File: src/rtl/core/mrbc_pkg.sv
package mrbc_pkg;

    localparam int HIDDEN_UNITS_DEF = 30;
    localparam int MAX_FEATURES_DEF = 1024;

    localparam int VALUE_W   = 16;
    localparam int UNIT_W    = 5;
    localparam int COLUMN_W  = 10;
    localparam int OP_W      = 2;
    localparam int COUNT_W   = 11;
    localparam int SUM_W     = 48;
    localparam int WIDE_W    = 56;
    localparam int HALF_W    = 24;
    localparam int FRAC_SHIFT = 12;

    localparam int MUL_A_W = VALUE_W;
    localparam int MUL_B_W = HALF_W + 1;
    localparam int MUL_P_W = MUL_A_W + MUL_B_W;

    localparam int CFG_INDEX_W = 2;
    localparam int CFG_DATA_W  = SUM_W;

    localparam logic [OP_W-1:0] OP_HIDDEN_WEIGHT = 2'd0;
    localparam logic [OP_W-1:0] OP_OUTPUT_WEIGHT = 2'd1;
    localparam logic [OP_W-1:0] OP_FEATURE       = 2'd2;

    localparam logic [CFG_INDEX_W-1:0] CFG_FEATURE_COUNT   = 2'd0;
    localparam logic [CFG_INDEX_W-1:0] CFG_SCORE_THRESHOLD = 2'd1;

    localparam logic [COUNT_W-1:0] FEATURE_COUNT_RESET = 11'd1024;
    localparam logic signed [VALUE_W-1:0] WEIGHT_ONE = 16'sd4096;

    typedef struct packed {
        logic [OP_W-1:0]            operation;
        logic [UNIT_W-1:0]          unit_index;
        logic [COLUMN_W-1:0]        feature_index;
        logic signed [VALUE_W-1:0]  sample_value;
    } mrbc_item_t;

    typedef struct packed {
        logic                       predicted_class;
        logic signed [SUM_W-1:0]    output_score;
    } mrbc_result_t;

    // Clamps a wide signed value to the 48-bit signed range.
    function automatic logic signed [SUM_W-1:0] sat48(input logic signed [WIDE_W-1:0] v);
        logic [WIDE_W-SUM_W:0] top;
        logic signed [SUM_W-1:0] r;
        top = v[WIDE_W-1:SUM_W-1];
        if (top == '0 || top == '1)
        begin
            r = v[SUM_W-1:0];
        end
        else if (v[WIDE_W-1])
        begin
            r = {1'b1, {(SUM_W-1){1'b0}}};
        end
        else
        begin
            r = {1'b0, {(SUM_W-1){1'b1}}};
        end
        return r;
    endfunction

endpackage

File: src/rtl/core/mrbc_wmem.sv
module mrbc_wmem #(
    parameter int DEPTH = 2,
    parameter int ADDR_W = 1
) (
    input  logic                                clk,
    input  logic                                wr_en,
    input  logic [ADDR_W-1:0]                   wr_addr,
    input  logic signed [mrbc_pkg::VALUE_W-1:0] wr_data,
    input  logic                                rd_en,
    input  logic [ADDR_W-1:0]                   rd_addr,
    output logic signed [mrbc_pkg::VALUE_W-1:0] rd_data
);
    import mrbc_pkg::*;

    logic signed [VALUE_W-1:0] mem [DEPTH];

    always_ff @(posedge clk)
    begin
        if (wr_en)
        begin
            mem[wr_addr] <= wr_data;
        end
    end

    always_ff @(posedge clk)
    begin
        if (rd_en)
        begin
            rd_data <= mem[rd_addr];
        end
    end

endmodule

File: config.mk
export PLATFORM = sky130hd
export DESIGN_NAME = mrbc_wmem
export DESIGN_NICKNAME = d
export VERILOG_FILES = /design/src/rtl/core/mrbc_pkg.sv /design/src/rtl/core/mrbc_wmem.sv
export SDC_FILE = /design/constraint.sdc
export NUM_CORES = 1
export LEC_CHECK = 0
export BUFFER_PORTS_ARGS = -buffer_cell sky130_fd_sc_hd__buf_2
export CAP_MARGIN = 20
export CORE_UTILIZATION = 56
export DETAILED_ROUTE_END_ITERATION = 16
export GPL_TIMING_DRIVEN = 1
export HOLD_SLACK_MARGIN = 0.08
export PLACE_DENSITY = 0.82
export SYNTH_ARGS = -nofsm -noshare
export SYNTH_HDL_FRONTEND = slang
export SYNTH_SLANG_ARGS = --single-unit
File: constraint.sdc
create_clock -name clk -period 4.45 [get_ports clk]
set_input_delay 1.335 -clock clk [delete_from_list [all_inputs] [get_ports clk]]
set_output_delay 1.335 -clock clk [all_outputs]
set_load 0.01 [all_outputs]
== Yosys cells after proc, flatten, opt, wreduce, memory -nomap -nowiden ==
Memories as Yosys holds them, arrays and structs flattened. A register that Yosys moved wholly into a read port is not among the register bits.
Cells that the tools add are included.
Word-level totals
  memories kept: 1
  register bits after elaboration: 0
  word-level logic and storage cells: 3
  input port bits: 21
  output and inout port bits: 16
  memory bits (writable): 32
Memory list
  mem: words 2, bits a word 16, rd ports 1, clocked after Yosys merged registers in 1, wr ports 1, line mrbc_wmem.sv:15  | logic signed [VALUE_W-1:0] mem [DEPTH];
Operators by class
  mux-type cells: 2
Operators by type and width (count)
  two-way mux 1 bit: 2

== Depth between registers and ports, before layout ==
  depth after elaboration: 2
  depth in mapped cells: 3
  gate-level depth less buffers: 1

== Worst setup path before layout ==
OpenSTA, ideal clock, no wires.
  kind: in2reg
  start: input port wr_en
  end: memory mem[0][0], enable pin
  path buffers: 0
  library setup time: 0.390 ns
  cell stages on the path: 1
  required time: 4.060 ns
  path slack: 1.960 ns
  arrival time: 2.099 ns
  cells stage by stage: nor2b_1
On the way
  word-level cells in the longest chain between the ends: 2
Ends and longest elaborated chain
  start: declaration: line mrbc_wmem.sv:6  | input logic wr_en,
  two-way mux 1 bit: line mrbc_wmem.sv:19  | if (wr_en)
  two-way mux 1 bit (implied by the code): line mrbc_wmem.sv:21  | mem[wr_addr] <= wr_data;
  end: declaration: line mrbc_wmem.sv:15
No other way between the ends.

== Worst setup path in the final report ==
  start: register rd_data[13] in the netlist's numbering, read port of mem
  end: output port rd_data[13] in the netlist's numbering
RTL lines
  start: declaration: line mrbc_wmem.sv:11  | output logic signed [mrbc_pkg::VALUE_W-1:0] rd_data
No word-level cell between the ends.

==> impl_metrics.ini <==
[critical_path]
worstPathRequired_ns = 3.12
worst-path-buf-inv = 1
crit_path_max_fanout = 1
path_delay_family = flip-flops
end_kind = output port
startpoint_type = flop
crit_chain = buf_2
max_stage_delay_ns = 0.39
reg2reg_to = rd_data[15]$_DFFE_PP_
crit_path_top_delay_cell = edfxtp_1
regToRegSetupSlack_ns = 3.54
rr_startpoint = mem[0][15]$_DFFE_PP_
reg2reg_depth = 1
critical_path_class = flop to output port
arrival_ns = 0.88

[logic_synthesis]
synth_cell_type_count = 7
ys_seq_area_share_pct = 84.6
syn-num-nets = 89
synthTopCellsByCount = 48 x edfxtp_1, 10 x mux2_4, 6 x mux2_2
avgSynthCellArea_um2 = 25.0
ys_top_cells_by_area = edfxtp_1 85%, mux2_4 8.8%, mux2_2 4.0%, buf_12 1.2%, buf_6 0.66%
synth_top_cell_by_area = edfxtp_1
synth_warnings = 0
synth_area_um2 = 1700
netlist_instances = 68
synthArstFlopShare_pct = 0
ys.flop_type = edfxtp_1
yosysMostFrequentCell = edfxtp_1
synth_edf_count = 48
synth_top_area_share_pct = 84.6
synth_seq_cells = 48

[status]
status = complete, but fails checks
failed_checks = DRC

[cts]
htreeDepth = 2
post-cts-setup-buffer-count = 0
hold_buffers = 0
cts_inserted_buffers = 5
cts_resized = 0
cts_tree = yes
clock-sinks = 48
clkLatencyLatePin_ns = 0.34
clk_pin_slew_ns = 0.12
cts_root_buf = clkbuf_4
clk_path_buf_depth = 2

[pwr]
p_leak_nw = 0.756
power_density_nw_per_um2 = 425
vdd_ir_drop_max_v = 0.000271

[min_path]
min_path_type = flop to flop
hold_end = rd_data[1]$_DFFE_PP_
holdPathStages = 1
hp-start = mem[0][1]$_DFFE_PP_

[floorplanning]
initial_core_util_pct = 60.2
die_w_um = 57.1
dieHeight_um = 57.1
core_area_um2 = 2830
io_pins = 37
placementRows = 19
die-area_um2 = 3270

[flow_run]
maxCapViolations = 0

[detailed_routing]
final_antenna_net_count = 0
first_pass_iters = 10
vias_per_cell = 5.08
drcViolationCount = 2
vias = 722
totalWireLength_mm = 2.05
drt-initial-drc-count = 21
wl_per_cell_um = 14.5

[layout]
seqCellArea_um2 = 1440
nets = 131
area_growth_pct = 15.9
multiInputGateArea_um2 = 230
nFillCells = 170
antenna_cells = 0
drive_above_1_share_pct = 54.1

[sta]
skew_ns = 0.00759
setup_viol = 0
finalSetupTns_ns = 0
hold_viol = 0
worst_pin_slew_ns = 0.718
period_needed_ns = 2.22
holdWs_ns = 0.562
rsz0062_at_grt = no
fin_crit_sh_pct = 49.8
slew_violations = 0
fmax_ghz = 0.451
slew_headroom_pct = 52.2

[placement]
routabilityCongestion = 0.719
numPortBuffers = 36

[global_routing]
grt_overflow_total = 0
first_global_vias = 743
antenna_found_initial = 0
grt_max_degree = 17
track_usage_pct = 15.0
grt_first_pass_wirelength_mm = 3.37
power breakdown:
part / leakage (nW) / switching [mW] / internal, mW
clock network: 0.0422 / 0.123 / 0.118
logic: 0.257 / 0.0281 / 0.0304
registers: 0.457 / 0.00682 / 0.533
total: 0.756 / 0.158 / 0.682
through the flow:
stage | instance area, um^2 | worst slack [ns] | cells | total power, mW | utilization, %
6_report | 1970 | 2.23 | 142 | 0.839 | 69.8
5_1_grt | 1970 | 2.17 | 142 | 0.872 | 69.8
2_1_floorplan | 1700 | 1.96 | 68 | 0.585 | -
3_5_place_dp | 1900 | 2.05 | 134 | 0.610 | 67.1
3_3_place_gp | 1900 | 2.08 | 134 | 0.606 | 67.1
4_1_cts | 1970 | 2.21 | 142 | 0.847 | 69.8
flip-flops by register name, summed over array words and instances (netlist names):
name,count
mem,32
rd_data,16
layout by cell type, fill, tap and decap left out, drive strengths merged:
cell type,instances
clkbuf,6
edfxtp,48
and2,1
nor2b,1
mux2,16
buf,37
bufinv,1
clkinv,1
cells by family after synthesis:
logic type	Yosys count	synth area share, %
buf+inv	2	1.84
simple gates	2	0.735
flops	48	84.6
mux	16	12.8
routing by layer:
| metal | vias to the layer above | track usage (%) | share of wire [%] |
|---|---|---|---|
| met3 | 2 | 7.03 | 5.2 |
| met4 | 0 | 7.32 | 0.49 |
| met1 | 340 | 15.7 | 39 |
| li1 | 353 | - | - |
| met2 | 27 | 25.4 | 56 |
| met5 | - | 0 | 0 |
layout make-up:
type | count | share of cell area [%]
clock buffer | 6 | 2.09
clock inverter | 2 | 1.77
multi-input combinational | 18 | 11.7
sequential | 48 | 73.0
tap | 31 | 1.96
timing repair buffer | 37 | 9.51
worst max path at each step:
stage	startpoint	to	slack, ns	cells after the start
floorplan	wr_en	mem[0][0]$_DFFE_PP_	1.96	1
global placement	rd_addr	rd_data[14]$_DFFE_PP_	2.08	2
detailed placement	wr_addr	mem[1][3]$_DFFE_PP_	2.05	2
CTS	rd_data[13]$_DFFE_PP_	rd_data[13]	2.21	1
global route	rd_data[4]$_DFFE_PP_	rd_data[4]	2.17	1
finish	rd_data[13]$_DFFE_PP_	rd_data[13]	2.23	1
No activity file was read; power rests on OpenSTA's default activity.
