### src/rtl/core/mrbc_pkg.sv
package mrbc_pkg;

    localparam int HIDDEN_UNITS_DEF = 30;
    localparam int MAX_FEATURES_DEF = 1024;

    localparam int VALUE_W   = 16;
    localparam int UNIT_W    = 5;
    localparam int COLUMN_W  = 10;
    localparam int OP_W      = 2;
    localparam int COUNT_W   = 11;
    localparam int SUM_W     = 48;
    localparam int WIDE_W    = 56;
    localparam int HALF_W    = 24;
    localparam int FRAC_SHIFT = 12;

    localparam int MUL_A_W = VALUE_W;
    localparam int MUL_B_W = HALF_W + 1;
    localparam int MUL_P_W = MUL_A_W + MUL_B_W;

    localparam int CFG_INDEX_W = 2;
    localparam int CFG_DATA_W  = SUM_W;

    localparam logic [OP_W-1:0] OP_HIDDEN_WEIGHT = 2'd0;
    localparam logic [OP_W-1:0] OP_OUTPUT_WEIGHT = 2'd1;
    localparam logic [OP_W-1:0] OP_FEATURE       = 2'd2;

    localparam logic [CFG_INDEX_W-1:0] CFG_FEATURE_COUNT   = 2'd0;
    localparam logic [CFG_INDEX_W-1:0] CFG_SCORE_THRESHOLD = 2'd1;

    localparam logic [COUNT_W-1:0] FEATURE_COUNT_RESET = 11'd1024;
    localparam logic signed [VALUE_W-1:0] WEIGHT_ONE = 16'sd4096;

    typedef struct packed {
        logic [OP_W-1:0]            operation;
        logic [UNIT_W-1:0]          unit_index;
        logic [COLUMN_W-1:0]        feature_index;
        logic signed [VALUE_W-1:0]  sample_value;
    } mrbc_item_t;

    typedef struct packed {
        logic                       predicted_class;
        logic signed [SUM_W-1:0]    output_score;
    } mrbc_result_t;

    // Clamps a wide signed value to the 48-bit signed range.
    function automatic logic signed [SUM_W-1:0] sat48(input logic signed [WIDE_W-1:0] v);
        logic [WIDE_W-SUM_W:0] top;
        logic signed [SUM_W-1:0] r;
        top = v[WIDE_W-1:SUM_W-1];
        if (top == '0 || top == '1)
        begin
            r = v[SUM_W-1:0];
        end
        else if (v[WIDE_W-1])
        begin
            r = {1'b1, {(SUM_W-1){1'b0}}};
        end
        else
        begin
            r = {1'b0, {(SUM_W-1){1'b1}}};
        end
        return r;
    endfunction

endpackage

### src/rtl/core/mrbc_mul.sv
module mrbc_mul (
    input  logic                                clk,
    input  logic signed [mrbc_pkg::MUL_A_W-1:0] a,
    input  logic signed [mrbc_pkg::MUL_B_W-1:0] b,
    output logic signed [mrbc_pkg::MUL_P_W-1:0] p
);
    import mrbc_pkg::*;

    logic signed [MUL_P_W-1:0] p_reg;
    logic signed [MUL_P_W-1:0] p_next;

    assign p_next = MUL_P_W'(a) * MUL_P_W'(b);

    always_ff @(posedge clk)
    begin
        p_reg <= p_next;
    end

    assign p = p_reg;

endmodule
### config.mk
export PLATFORM = sky130hd
export DESIGN_NAME = mrbc_mul
export DESIGN_NICKNAME = d
export VERILOG_FILES = /design/src/rtl/core/mrbc_pkg.sv /design/src/rtl/core/mrbc_mul.sv
export SDC_FILE = /design/constraint.sdc
export NUM_CORES = 1
export LEC_CHECK = 0
export ABC_AREA = 1
export ABC_CLOCK_PERIOD_IN_PS = 5600
export BUFFER_PORTS_ARGS = -buffer_cell sky130_fd_sc_hd__buf_4
export CORE_AREA = 2 2 207 209
export DETAILED_ROUTE_END_ITERATION = 10
export DIE_AREA = 0 0 209 211
export PLACE_DENSITY_LB_ADDON = 0.08
export SETUP_SLACK_MARGIN = 0.15
export SYNTH_ARGS = -nofsm -noshare
export SYNTH_HDL_FRONTEND = slang
export SYNTH_SLANG_ARGS = --single-unit
export TNS_END_PERCENT = 1
### constraint.sdc
create_clock -name clk -period 5.6 [get_ports clk]
set_input_delay 0.56 -clock clk [delete_from_list [all_inputs] [get_ports clk]]
set_output_delay 0.56 -clock clk [all_outputs]
set_load 0.01 [all_outputs]
* Yosys cells after proc, flatten, opt, wreduce, memory -nomap -nowiden
Cells that the tools add are included.
W data, S select, Z words.
** Storage, ports and cells
- Memory bits (read-only) :: 0
- Bits in writable memories :: 0
- Output and inout bits :: 41
- Flip-flop bits (word level) :: 41
- Logic and storage cells :: 2
- Memories kept :: 0
- Latch bits :: 0
** Cells by class
- Bitwise operators :: 0
- Reduce and logical (&&, ||, !) cells :: 0
- Multiplexer cells :: 0
- Multipliers :: 1
- Order comparisons :: 0
- Divide/modulo/power cells :: 0
- Shift-type cells :: 0
- Equal/unequal tests :: 0
- $add $sub $neg :: 0
** Operators by type and width (number)
- $mul A16 B25 Y41 :: 1

* Logic depth before layout (Yosys ltp)
- Depth in word-level cells :: 1
- Depth in mapped cells :: 28

* Worst setup path after synthesis
OpenSTA, ideal clock, no wires.
- Path type :: input to register
- From :: input port a[4] in the netlist's numbering
- To :: register p_reg[40] (netlist: p[40])
- Arrival time :: 5.790 ns
- Stages on the path :: 22
- Data required time :: 5.487 ns
- Slack :: -0.303 ns
- Cells stage by stage :: clkbuf_1 -> clkbuf_1 -> nand2_1 -> fa_1 -> inv_1 -> fa_1 -> inv_1 -> fa_1 -> inv_1 -> fa_1 -> inv_1 -> fa_1 -> fa_1 -> inv_1 -> ha_1 -> inv_1 -> nor3_1 -> nand2_1 -> nor2_2 -> nand3_1 -> nand3_1 -> nand2_1
** Between the ends
- Word-level cells in the longest chain between the ends :: 1
** Ends and longest elaborated chain
- start: declaration :: line mrbc_mul.sv:3 : input logic signed [mrbc_pkg::MUL_A_W-1:0] a,
- $mul A16 B25 Y41 :: line mrbc_mul.sv:12 : assign p_next = MUL_P_W'(a) * MUL_P_W'(b);
- net p_next[40] :: line mrbc_mul.sv:10 : logic signed [MUL_P_W-1:0] p_next;
- end signal: assignment :: line mrbc_mul.sv:16 : p_reg <= p_next;
- end: declaration :: line mrbc_mul.sv:9 : logic signed [MUL_P_W-1:0] p_reg;
The timed path passes the listed nets, and every way through them passes these cells.

* Final worst setup path
- From :: input port b[24] in the netlist's numbering
- To :: register p_reg[38] (netlist: p[38])
** Between the ends
- Word-level cells in the longest chain between the ends :: 1
** Ends and longest elaborated chain
- start: declaration :: line mrbc_mul.sv:4 : input logic signed [mrbc_pkg::MUL_B_W-1:0] b,
- $mul A16 B25 Y41 :: line mrbc_mul.sv:12
- net p_next[38] :: line mrbc_mul.sv:10
The timed path passes the listed nets, and every way through them passes these cells.

==> results.sh <==
export IMPL_clock_path_buffers=2
export IMPL_cts_root_buf="clkbuf_16"
export IMPL_synth_async_reset_ratio=0
export IMPL_slew_headroom=0.720
export IMPL_antenna_found_initial=0
export IMPL_synth_edf_count=0
export IMPL_drtIter0Drc=635
export IMPL_cts_max_level=2
export IMPL_synth_top_area_frac=0.469
export IMPL_crit_required_ps=5760
export IMPL_via_count=13300
export IMPL_synthMuxAreaShare=0
export IMPL_wl_per_cell_um=16.0
export IMPL_grt_ovfl_total=0
export IMPL_cts_made_buffers=5
export IMPL_grt_pass1_wl_mm=77.1
export IMPL_synth_largest_area_cell="fa_1"
export IMPL_wl_mm=46.6
export IMPL_dpl_worst_slack_ps=-287
export IMPL_rsz0062_at_grt="true"
export IMPL_pin_count=83
export IMPL_arrival_ps=5540
export IMPL_syn_num_nets=2728
export IMPL_port_buffer_count=82
export IMPL_cp_startpoint="b[24]"
export IMPL_max_freq_ghz=0.186
export IMPL_holdWs_ps=616
export IMPL_min_from="a[0]"
export IMPL_synth_top_family_by_area="adder cells"
export IMPL_drtAntennaViolNets=0
export IMPL_status="finished clean"
export IMPL_fin_crit_sh=0.962
export IMPL_synthAdderAreaFrac=0.545
export IMPL_clock_sinks=41
export IMPL_cp_max_fo=7
export IMPL_netlist_area_um2=16500
export IMPL_grt_pass1_vias=14500
export IMPL_drive_gt1_frac=0.179
export IMPL_start_util=0.396
export IMPL_hold_class="input port to flip-flop"
export IMPL_cap_violations=0
export IMPL_ys_seq_area_frac=0.0496
export IMPL_dp_hpwl_mm=42.0
export IMPL_core_um2=41800
export IMPL_synth_simple_area_share=0.191
export IMPL_dieArea_um2=44100
export IMPL_firstDrtPassIters=5
export IMPL_syn_area_per_cell_um2=7.53
export IMPL_ys_ff_latch=41
export IMPL_nNetsFinal=2904
export IMPL_crit_type="input port to flip-flop"
export IMPL_fin_area_um2=19900
export IMPL_syn_inst=2198
export IMPL_gp_congestion=0.892
export IMPL_rows=75
export IMPL_tightest_slew_ps=419
export IMPL_drv_slew=0
export IMPL_yosys_warnings=0
export IMPL_setup_slack_ps=215
export IMPL_synth_cell_types=33
export IMPL_min_period_ps=5390
export IMPL_track_usage=0.226
export IMPL_clk_pin_slew_worst_paths_ps=60
export IMPL_area_growth_pct=20.2
export IMPL_cp_end_kind="flip-flop"
export IMPL_synth_ff_type="dfxtp_1"
export IMPL_synth_compound_area_frac=0.0192
export IMPL_setup_viol=0
export IMPL_finalHoldViolations=0
export IMPL_chipWidth_um=209
export IMPL_dpl_cell_area_um2=19000
export IMPL_synth_xor_area_share=0.0132
export IMPL_vias_per_cell=4.56
export IMPL_grt_max_degree=20
export IMPL_drc=0
export IMPL_synth_area_leaders="fa_1 47%, inv_1 16%, nand2_1 14%"
export IMPL_largest_register_ffs=41
export IMPL_die_height_um=211
export IMPL_cts_tree="done"
export IMPL_cp_start_kind="input port"
export IMPL_num_antenna_cells=0
==> layer usage <==
metal / up-vias / part of all wire / wire (um) / track usage
met3: 28 / 0.035 / 1620 / 0.0156
met4: 0 / 0.0097 / 452 / 0.0212
met1: 6655 / 0.45 / 20800 / 0.305
li1: 6390 / - / - / -
met2: 215 / 0.51 / 23700 / 0.411
met5: - / 0 / 0 / 0
==> logic make-up after synthesis <==
kind of cell             count (synthesis)
adder cells (fa/ha/maj)                488
AO/OA/AOI/OAI                           57
flip-flops                              41
AND/OR/NAND/NOR                        786
XOR/XNOR                                25
buffers and inverters                  801
==> what timing repair did <==
item                                    4_1_cts  5_1_grt
resized for setup                            25      142
hold buffers                                  0        0
pin swaps                                     3       23
endpoints found under the setup margin       21       29
buffers inserted                              2        2
endpoints found under the hold margin         0        0
==> synth_stat cells, drive strengths merged, types with 6 or more instances <==
master / n
ha: 100
a21oi: 36
nand3: 47
o21ai: 11
nand2: 619
nor3: 7
inv: 707
nor2: 96
o21bai: 6
fa: 388
nand4: 6
xor2: 20
clkbuf: 91
dfxtp: 41
==> layout by cell type, fill, tap and decap left out, drive strengths merged <==
cell type,netlist,final
a21oi,36,36
ha,100,100
o21ai,11,11
buf,2,262
inv,707,708
nor3,7,7
clkbuf,91,7
fa,388,388
nand3b,3,3
a21boi,1,1
nand3,47,47
xor2,20,20
a21o,3,3
and2,2,2
or2,5,5
nand2,619,619
nor2,96,96
dfxtp,41,41
xnor2,5,5
nor3b,1,1
bufinv,0,1
nand4,6,6
o21bai,6,6
==> cell type report <==
type	count	area, um2
clock inverters	1	30.0
repair buffers	262	2190
fillers	4197	21900
well taps	539	674
flip-flops and latches	41	821
multi-input cells	1356	13400
inverters	708	2660
clock buffers	7	143
==> metrics by stage <==
step,instances,utilization,TNS [ps]
final,2914,0.476,0
after global routing,2914,0.476,0
after CTS,2912,0.461,0
after detailed placement,2902,0.454,-5250
after global placement,2902,0.454,-5000
after floorplan,2198,-,0
==> critical path: stages <==
cell and delay, ps:
buf_4 150, nand2_1 100, inv_2 60, fa_2 580, inv_1 90, fa_1 490
inv_1 50, fa_1 480, fa_1 540, fa_1 500, inv_1 50, fa_1 470
inv_1 40, ha_2 300, a21oi_2 190, buf_4 140, nor2_1 40, nor2_1 130
nand2_1 130, a21oi_2 180, nand3_1 90, nand2_1 60, nand2_1 90
==> worst paths after layout <==
kind / depth (start not counted) / end / slack (ps)
max: 23 / p[38]$_DFF_P_ / 210
min: 3 / p[0]$_DFF_P_ / 620
Power is not shown: default switching activity piles up to over one toggle a cycle in this logic, so the estimate is an artifact.
